## config.mk

```make
export PLATFORM = sky130hd
export DESIGN_NAME = rkcf_seq
export DESIGN_NICKNAME = d
export VERILOG_FILES = /design/src/rkcf_pkg.sv /design/src/rkcf_seq.sv
export VERILOG_INCLUDE_DIRS = /design/src /design/src/src
export SDC_FILE = /design/constraint.sdc
export NUM_CORES = 1
export LEC_CHECK = 0
export ABC_AREA = 1
export BUFFER_PORTS_ARGS = -buffer_cell sky130_fd_sc_hd__buf_2
export CAP_MARGIN = 5
export CORE_MARGIN = 5
export CORE_UTILIZATION = 65
export DETAILED_ROUTE_END_ITERATION = 10
export GPL_TIMING_DRIVEN = 0
export PLACE_DENSITY = 0.9
export SLEW_MARGIN = 10
export SYNTH_ARGS = -nofsm -noshare
export SYNTH_HDL_FRONTEND = slang
export SYNTH_SLANG_ARGS = --single-unit
```

## constraint.sdc

```tcl
create_clock -name clk -period 11.8 [get_ports clk]
set_input_delay 0 -clock clk [delete_from_list [all_inputs] [get_ports clk]]
set_output_delay 0 -clock clk [all_outputs]
set_load 0.01 [all_outputs]
```

## src/rgb_kernel_convolution_filter_defines.svh

```systemverilog
// ----------------------------------------------------------------------------
// rgb_kernel_convolution_filter_defines
// Assertion macros shared by the filter modules.
// ----------------------------------------------------------------------------
`ifndef RGB_KERNEL_CONVOLUTION_FILTER_DEFINES_SVH
`define RGB_KERNEL_CONVOLUTION_FILTER_DEFINES_SVH

// same-cycle implication, clocked on clk, off during reset
`define RKCF_ASSERT_NOW(label, ante, cons, msg) \
    label: assert property (@(posedge clk) disable iff (!rst_n) (ante) |-> (cons)) \
        else $error(msg);

// next-cycle implication
`define RKCF_ASSERT_NEXT(label, ante, cons, msg) \
    label: assert property (@(posedge clk) disable iff (!rst_n) (ante) |=> (cons)) \
        else $error(msg);

`endif

```

## src/rkcf_pkg.sv

```systemverilog
// ----------------------------------------------------------------------------
// rkcf_pkg
// Types, constants and tap arithmetic for the RGB convolution filter.
// ----------------------------------------------------------------------------
package rkcf_pkg;

    localparam int MAX_WIDTH  = 1024;
    localparam int MAX_HEIGHT = 1024;
    localparam int COL_W      = $clog2(MAX_WIDTH);
    localparam int DIM_W      = 11;
    localparam int CNT_W      = 21;
    localparam int PIX_W      = 24;
    localparam int LINES      = 4;
    localparam int LBUF_W     = LINES * PIX_W;
    localparam int KSIZE      = 5;

    localparam logic [1:0] REG_MODE   = 2'd0;
    localparam logic [1:0] REG_WIDTH  = 2'd1;
    localparam logic [1:0] REG_HEIGHT = 2'd2;

    typedef enum logic [1:0] {
        MODE_BOX     = 2'd0,
        MODE_GAUSS   = 2'd1,
        MODE_OUTLINE = 2'd2,
        MODE_EMBOSS  = 2'd3
    } mode_t;

    typedef logic [PIX_W-1:0] pixel_t;
    typedef logic [KSIZE-1:0][KSIZE-1:0][PIX_W-1:0] window_t;

    typedef struct packed {
        mode_t            mode;
        logic [DIM_W-1:0] width;
        logic [DIM_W-1:0] height;
        logic [1:0]       half;
    } cfg_t;

    typedef struct packed {
        logic             store;
        logic             produce;
        logic             last;
        logic [COL_W-1:0] col;
        logic [COL_W-1:0] oc;
        logic [COL_W-1:0] orow;
    } item_t;

    localparam logic signed [6:0] WEIGHTS [4][25] = '{
        '{ 7'sd0, 7'sd0,  7'sd0,  7'sd0,  7'sd0,
           7'sd0, 7'sd0,  7'sd0,  7'sd0,  7'sd0,
           7'sd0, 7'sd0,  7'sd1,  7'sd1,  7'sd1,
           7'sd0, 7'sd0,  7'sd1,  7'sd1,  7'sd1,
           7'sd0, 7'sd0,  7'sd1,  7'sd1,  7'sd1 },
        '{ 7'sd1, 7'sd4,  7'sd7,  7'sd4,  7'sd1,
           7'sd4, 7'sd16, 7'sd26, 7'sd16, 7'sd4,
           7'sd7, 7'sd26, 7'sd41, 7'sd26, 7'sd7,
           7'sd4, 7'sd16, 7'sd26, 7'sd16, 7'sd4,
           7'sd1, 7'sd4,  7'sd7,  7'sd4,  7'sd1 },
        '{ 7'sd0, 7'sd0,  7'sd0,  7'sd0,  7'sd0,
           7'sd0, 7'sd0,  7'sd0,  7'sd0,  7'sd0,
           7'sd0, 7'sd0,  7'sd0, -7'sd1,  7'sd0,
           7'sd0, 7'sd0, -7'sd1,  7'sd5, -7'sd1,
           7'sd0, 7'sd0,  7'sd0, -7'sd1,  7'sd0 },
        '{ 7'sd0, 7'sd0,  7'sd0,  7'sd0,  7'sd0,
           7'sd0, 7'sd0,  7'sd0,  7'sd0,  7'sd0,
           7'sd0, 7'sd0, -7'sd2, -7'sd1,  7'sd0,
           7'sd0, 7'sd0, -7'sd1,  7'sd1,  7'sd1,
           7'sd0, 7'sd0,  7'sd0,  7'sd1,  7'sd2 }
    };

    // floor(p*w/D); /9 and /273 by reciprocal, exact over the product range
    function automatic logic signed [11:0] tap_value(mode_t mode, logic signed [6:0] wt,
                                                      logic [7:0] p);
        logic [5:0]  mag;
        logic [13:0] prod;
        logic [27:0] scaled;
        logic [10:0] q;
        mag  = wt[6] ? 6'(-wt) : 6'(wt);
        prod = 14'(p) * 14'(mag);
        unique case (mode)
            MODE_BOX:     scaled = (28'(prod) * 28'd57) >> 9;
            MODE_GAUSS:   scaled = (28'(prod) * 28'd15364) >> 22;
            MODE_OUTLINE: scaled = 28'(prod);
            MODE_EMBOSS:  scaled = 28'(prod);
            default:      scaled = 28'(prod);
        endcase
        q = scaled[10:0];
        return wt[6] ? -$signed({1'b0, q}) : $signed({1'b0, q});
    endfunction

endpackage

```

## src/rkcf_seq.sv

```systemverilog
// ----------------------------------------------------------------------------
// rkcf_seq
// Stream position counters: input position and output window center.
// ----------------------------------------------------------------------------
`include "rgb_kernel_convolution_filter_defines.svh"

module rkcf_seq
    import rkcf_pkg::*;
(
    input  logic  clk,
    input  logic  rst_n,
    input  cfg_t  cfg,
    input  logic  acc,
    output item_t item
);

    logic [CNT_W-1:0] n_reg, n_next;
    logic [COL_W-1:0] col_reg, col_next;
    logic [COL_W-1:0] oc_reg, oc_next;
    logic [COL_W-1:0] orow_reg, orow_next;

    logic [CNT_W-1:0] lat, frame, total, n_cur, m;
    logic [COL_W-1:0] col_cur, oc_cur, orow_cur;
    logic             wrap, produce;

    always_comb
    begin
        lat   = (cfg.half == 2'd2) ? CNT_W'({cfg.width, 1'b0}) + CNT_W'(2)
                                   : CNT_W'(cfg.width) + CNT_W'(1);
        frame = CNT_W'(cfg.width) * CNT_W'(cfg.height);
        total = frame + lat;
        wrap  = n_reg >= total;
        n_cur = wrap ? '0 : n_reg;
        col_cur  = wrap ? '0 : col_reg;
        oc_cur   = (n_cur == '0) ? '0 : oc_reg;
        orow_cur = (n_cur == '0) ? '0 : orow_reg;
        produce  = n_cur >= lat;
        m        = n_cur - lat;

        item.store   = n_cur < frame;
        item.produce = produce;
        item.last    = produce && (m == frame - CNT_W'(1));
        item.col     = col_cur;
        item.oc      = oc_cur;
        item.orow    = orow_cur;

        n_next = n_cur + CNT_W'(1);
        if (n_next >= total)
        begin
            n_next = '0;
        end
        col_next = ((DIM_W'(col_cur) + DIM_W'(1)) == cfg.width || n_next == '0)
                   ? '0 : col_cur + COL_W'(1);
        oc_next   = oc_cur;
        orow_next = orow_cur;
        if (produce)
        begin
            if ((DIM_W'(oc_cur) + DIM_W'(1)) == cfg.width)
            begin
                oc_next   = '0;
                orow_next = orow_cur + COL_W'(1);
            end
            else
            begin
                oc_next = oc_cur + COL_W'(1);
            end
        end
    end

    always_ff @(posedge clk or negedge rst_n)
    begin
        if (!rst_n)
        begin
            n_reg    <= '0;
            col_reg  <= '0;
            oc_reg   <= '0;
            orow_reg <= '0;
        end
        else if (acc)
        begin
            n_reg    <= n_next;
            col_reg  <= col_next;
            oc_reg   <= oc_next;
            orow_reg <= orow_next;
        end
    end

    `RKCF_ASSERT_NEXT(a_last_wraps, acc && item.last, n_reg == '0, "frame end did not wrap")

endmodule

```

==> results.txt <==
The run finished with clean final reports. The final worst clock skew came out at 6.127 ps. The synthesis-to-finish area growth is 6.497%. The total core area is 0.01946 mm². The max-cap check violation count came out at 0. The post-synth design cell area is 0.01288 mm².

For this run, the leading register cell type out of synthesis is sky130_fd_sc_hd__dfrtp_1. TritonCTS built the clock tree. The count of final hold-check violations came out at 0.

After synthesis, the share of cell area in mux cells is 0. In this design, the stage delay of the slowest critical-path cell is 560 ps. The synthesis warning total came out at 0. The total global-route track usage is 0.3353. The clock passes through at most 2 buffers. The average detailed-routed wire length per instance came out at 16.45 µm.

The logic depth of the worst path, buffers included is 62. The mean post-synth cell area came out at 6.614 µm². The endpoint class of the critical path is a flop. The total wirelength of the detailed-routed design is 37.39 mm.

The number of nets in the synthesized netlist is 2198. The simple-gate area share of the yosys netlist is 0.3368. The TritonCTS buffer count is 5. The share of cells above drive strength 1 is 0.1051.

After clock tree synthesis, the clock-pin slew on the worst setup and hold paths is 70 ps. STA classifies the critical path startpoint as an input port. The async set or reset register ratio after synthesis is 1.000. The vertical die dimension came out at 150.8 µm. Measured against its own limit, the worst slew margin works out to 0.5290.

The floorplan row count came out at 51. The minimum period implied by the final worst setup slack came out at 11340 ps. Final hold analysis gives a worst-case slack of 198.8 ps. The sequential share of the synthesized area is 0.09906. The pre-CTS worst setup slack came out at -1132 ps. The number of distinct library cell variants in the gate-level netlist after synthesis came out at 64. The number of vias per cell after detailed routing is 5.734. The worst hold path was traced through 5 stages. The synthesized design contains 0 enable-type register cells. The area of the die came out at 0.02274 mm².

The clock latency on the worst-skew pair came out at 300 ps. The synthesis-stage register bit count came out at 51. After legalization and detailed placement, the total HPWL measured 31.13 mm. The initial antenna violation count is 0. In the routed design, unresolved DRC markers number 0.

The portion of the clock cycle consumed by the worst path in the final layout is 0.9608. The effective utilization at floorplan is 0.6620. Of the total synthesized cell area, the portion taken by XOR and XNOR cells is 0.08129. The actual slew at the worst max-slew pin is 700.1 ps. The detail route stage leaves a number of antenna-violating nets equal to 0. The first-pass GRT wire length came out at 61.36 mm.

The maximum clock rate came out at 88.20 MHz. The path type of the worst setup path is input port to flop. The pin count of the biggest net entering global routing is 52. 0 antenna diodes ended up in the layout. On the critical path the largest part of the delay comes from simple AND/OR/NAND/NOR gates. Clock tree synthesis found a total of 51 sinks. The vias after detailed routing came out at 13.03k. Synthesis produced a netlist whose cell count is 1948. The weighted congestion reported at the end of routability-driven placement is 1.009. The number of cells traversed by the worst register-to-register path is 40. Data arrives at the worst endpoint at 11520 ps. The max-slew violation total from the final report is 0. In the post-route analysis, the smallest setup slack over all paths is 462.4 ps. The die is 150.8 µm wide.

The final-report setup violation count came out at 0. Before antenna repair, the detailed router went through 6 iterations. The most numerous cell type found on the critical path is sky130_fd_sc_hd__nand2_1. The data required time at the worst endpoint is 11980 ps.

The count of buffers inserted at the top-level ports is 56. The I/O pin count came out at 62. The final net count is 2256. The buffer cell driving the clock tree root is sky130_fd_sc_hd__clkbuf_16. The depth of the CTS H-tree is 2. The type of the worst min-delay path is input port to flop. After global routing the overflow that remains totals 0. The post-synthesis compound-gate area fraction came out at 0.08488. The maximum net fanout on the critical path is 19.

The combinational family with the most area after synthesis is simple AND/OR/NAND/NOR gates. The via count of the first global-routing pass came to 12.80k. The post-synthesis adder-cell area fraction is 0.2618. The slowest stage of the critical path is the sky130_fd_sc_hd__fa_1 cell. The number of violations reported at the end of detailed-routing iteration 0 came out at 1098.

The buffers plus inverters on the worst setup path is 10. The register with the most flip-flops in the layout has 21 of them.
area by class of cell:
cell class,count,area (µm²)
sequential,51,1276
fill,1639,5742
clock buffer,8,156.4
timing repair buffer,59,307.8
tap,265,331.6
multi-input combinational,1454,9910
inverter,388,1459
buffer,47,280.3
tightest hold or removal path, delay by kind of cell:
kind | cells | cell delay, ps
buffers and inverters | 2 | 220
and+or+nand+nor | 3 | 230
metrics by stage:
stage / setup TNS (ps) / std cells / util / area, µm²
detailed placement: -40900 / 2269 / 0.6934 / 13500
global placement: -27900 / 2269 / 0.6934 / 13500
floorplan: 0 / 1948 / - / 12880
finish: 0 / 2272 / 0.7050 / 13720
CTS: 0 / 2275 / 0.7016 / 13660
global route: -523.0 / 2272 / 0.7050 / 13720
worst paths after layout:
| kind | from | end | slack, ps |
|---|---|---|---|
| worst max-delay path | cfg[15] | col_reg[5] | 460 |
| worst min-delay path | acc | col_reg[0] | 200 |
| worst max register to register | n_reg[2] | col_reg[5] | 5420 |
| worst min register to register | orow_reg[1] | orow_reg[1] | 490 |
| max in group asynchronous | rst_n | oc_reg[4] | 11040 |
| min in group asynchronous | rst_n | n_reg[17] | 280 |
synthesized netlist by cell type (21+ instances only):
master / instances / area [µm²]
sky130_fd_sc_hd__xor2_1: 72 / 630.6
sky130_fd_sc_hd__nand4_1: 49 / 306.5
sky130_fd_sc_hd__a21oi_1: 73 / 365.4
sky130_fd_sc_hd__fa_1: 81 / 1622
sky130_fd_sc_hd__ha_1: 140 / 1752
sky130_fd_sc_hd__nor2_2: 21 / 131.4
sky130_fd_sc_hd__nand3_1: 128 / 640.6
sky130_fd_sc_hd__nor2_1: 152 / 570.6
sky130_fd_sc_hd__clkbuf_1: 35 / 131.4
sky130_fd_sc_hd__o21ai_0: 47 / 235.2
sky130_fd_sc_hd__nand2_2: 23 / 143.9
sky130_fd_sc_hd__xnor2_1: 33 / 289.0
sky130_fd_sc_hd__inv_1: 372 / 1396
sky130_fd_sc_hd__nand2_1: 487 / 1828
sky130_fd_sc_hd__dfrtp_1: 51 / 1276
cell usage in the layout (no fill, tap or decap), types with 23 or more instances in the layout:
cell,count
sky130_fd_sc_hd__nand2_1,487
sky130_fd_sc_hd__inv_1,372
sky130_fd_sc_hd__nor2_1,151
sky130_fd_sc_hd__ha_1,140
sky130_fd_sc_hd__nand3_1,128
sky130_fd_sc_hd__fa_1,81
sky130_fd_sc_hd__a21oi_1,73
sky130_fd_sc_hd__xor2_1,70
sky130_fd_sc_hd__buf_2,60
sky130_fd_sc_hd__dfrtp_1,51
sky130_fd_sc_hd__nand4_1,49
sky130_fd_sc_hd__o21ai_0,47
sky130_fd_sc_hd__xnor2_1,31
sky130_fd_sc_hd__nand2_2,23
cells by family after synthesis:
group / Yosys count
compound gates: 182
xor+xnor: 111
fa+ha+maj: 221
buf+inv: 443
flops: 51
simple gates: 940
metal layers:
metal / vias up / routed length (µm) / global-route usage
li1: 6233 / - / -
met2: 645 / 18040 / 0.5783
met3: 139 / 2915 / 0.03980
met1: 6011 / 14880 / 0.4313
met5: - / 0 / 0
met4: 0 / 1550 / 0.1278
repair_timing:
item                                    4_1_cts  5_1_grt
hold buffers                                  0        1
buffers inserted                              0        2
endpoints found under the hold margin         0       51
gates resized for setup                       4       23
endpoints found under the setup margin       53       40
pin swaps                                     0        1
Power is not shown: default switching activity piles up to over one toggle a cycle in this logic, so the estimate is an artifact.
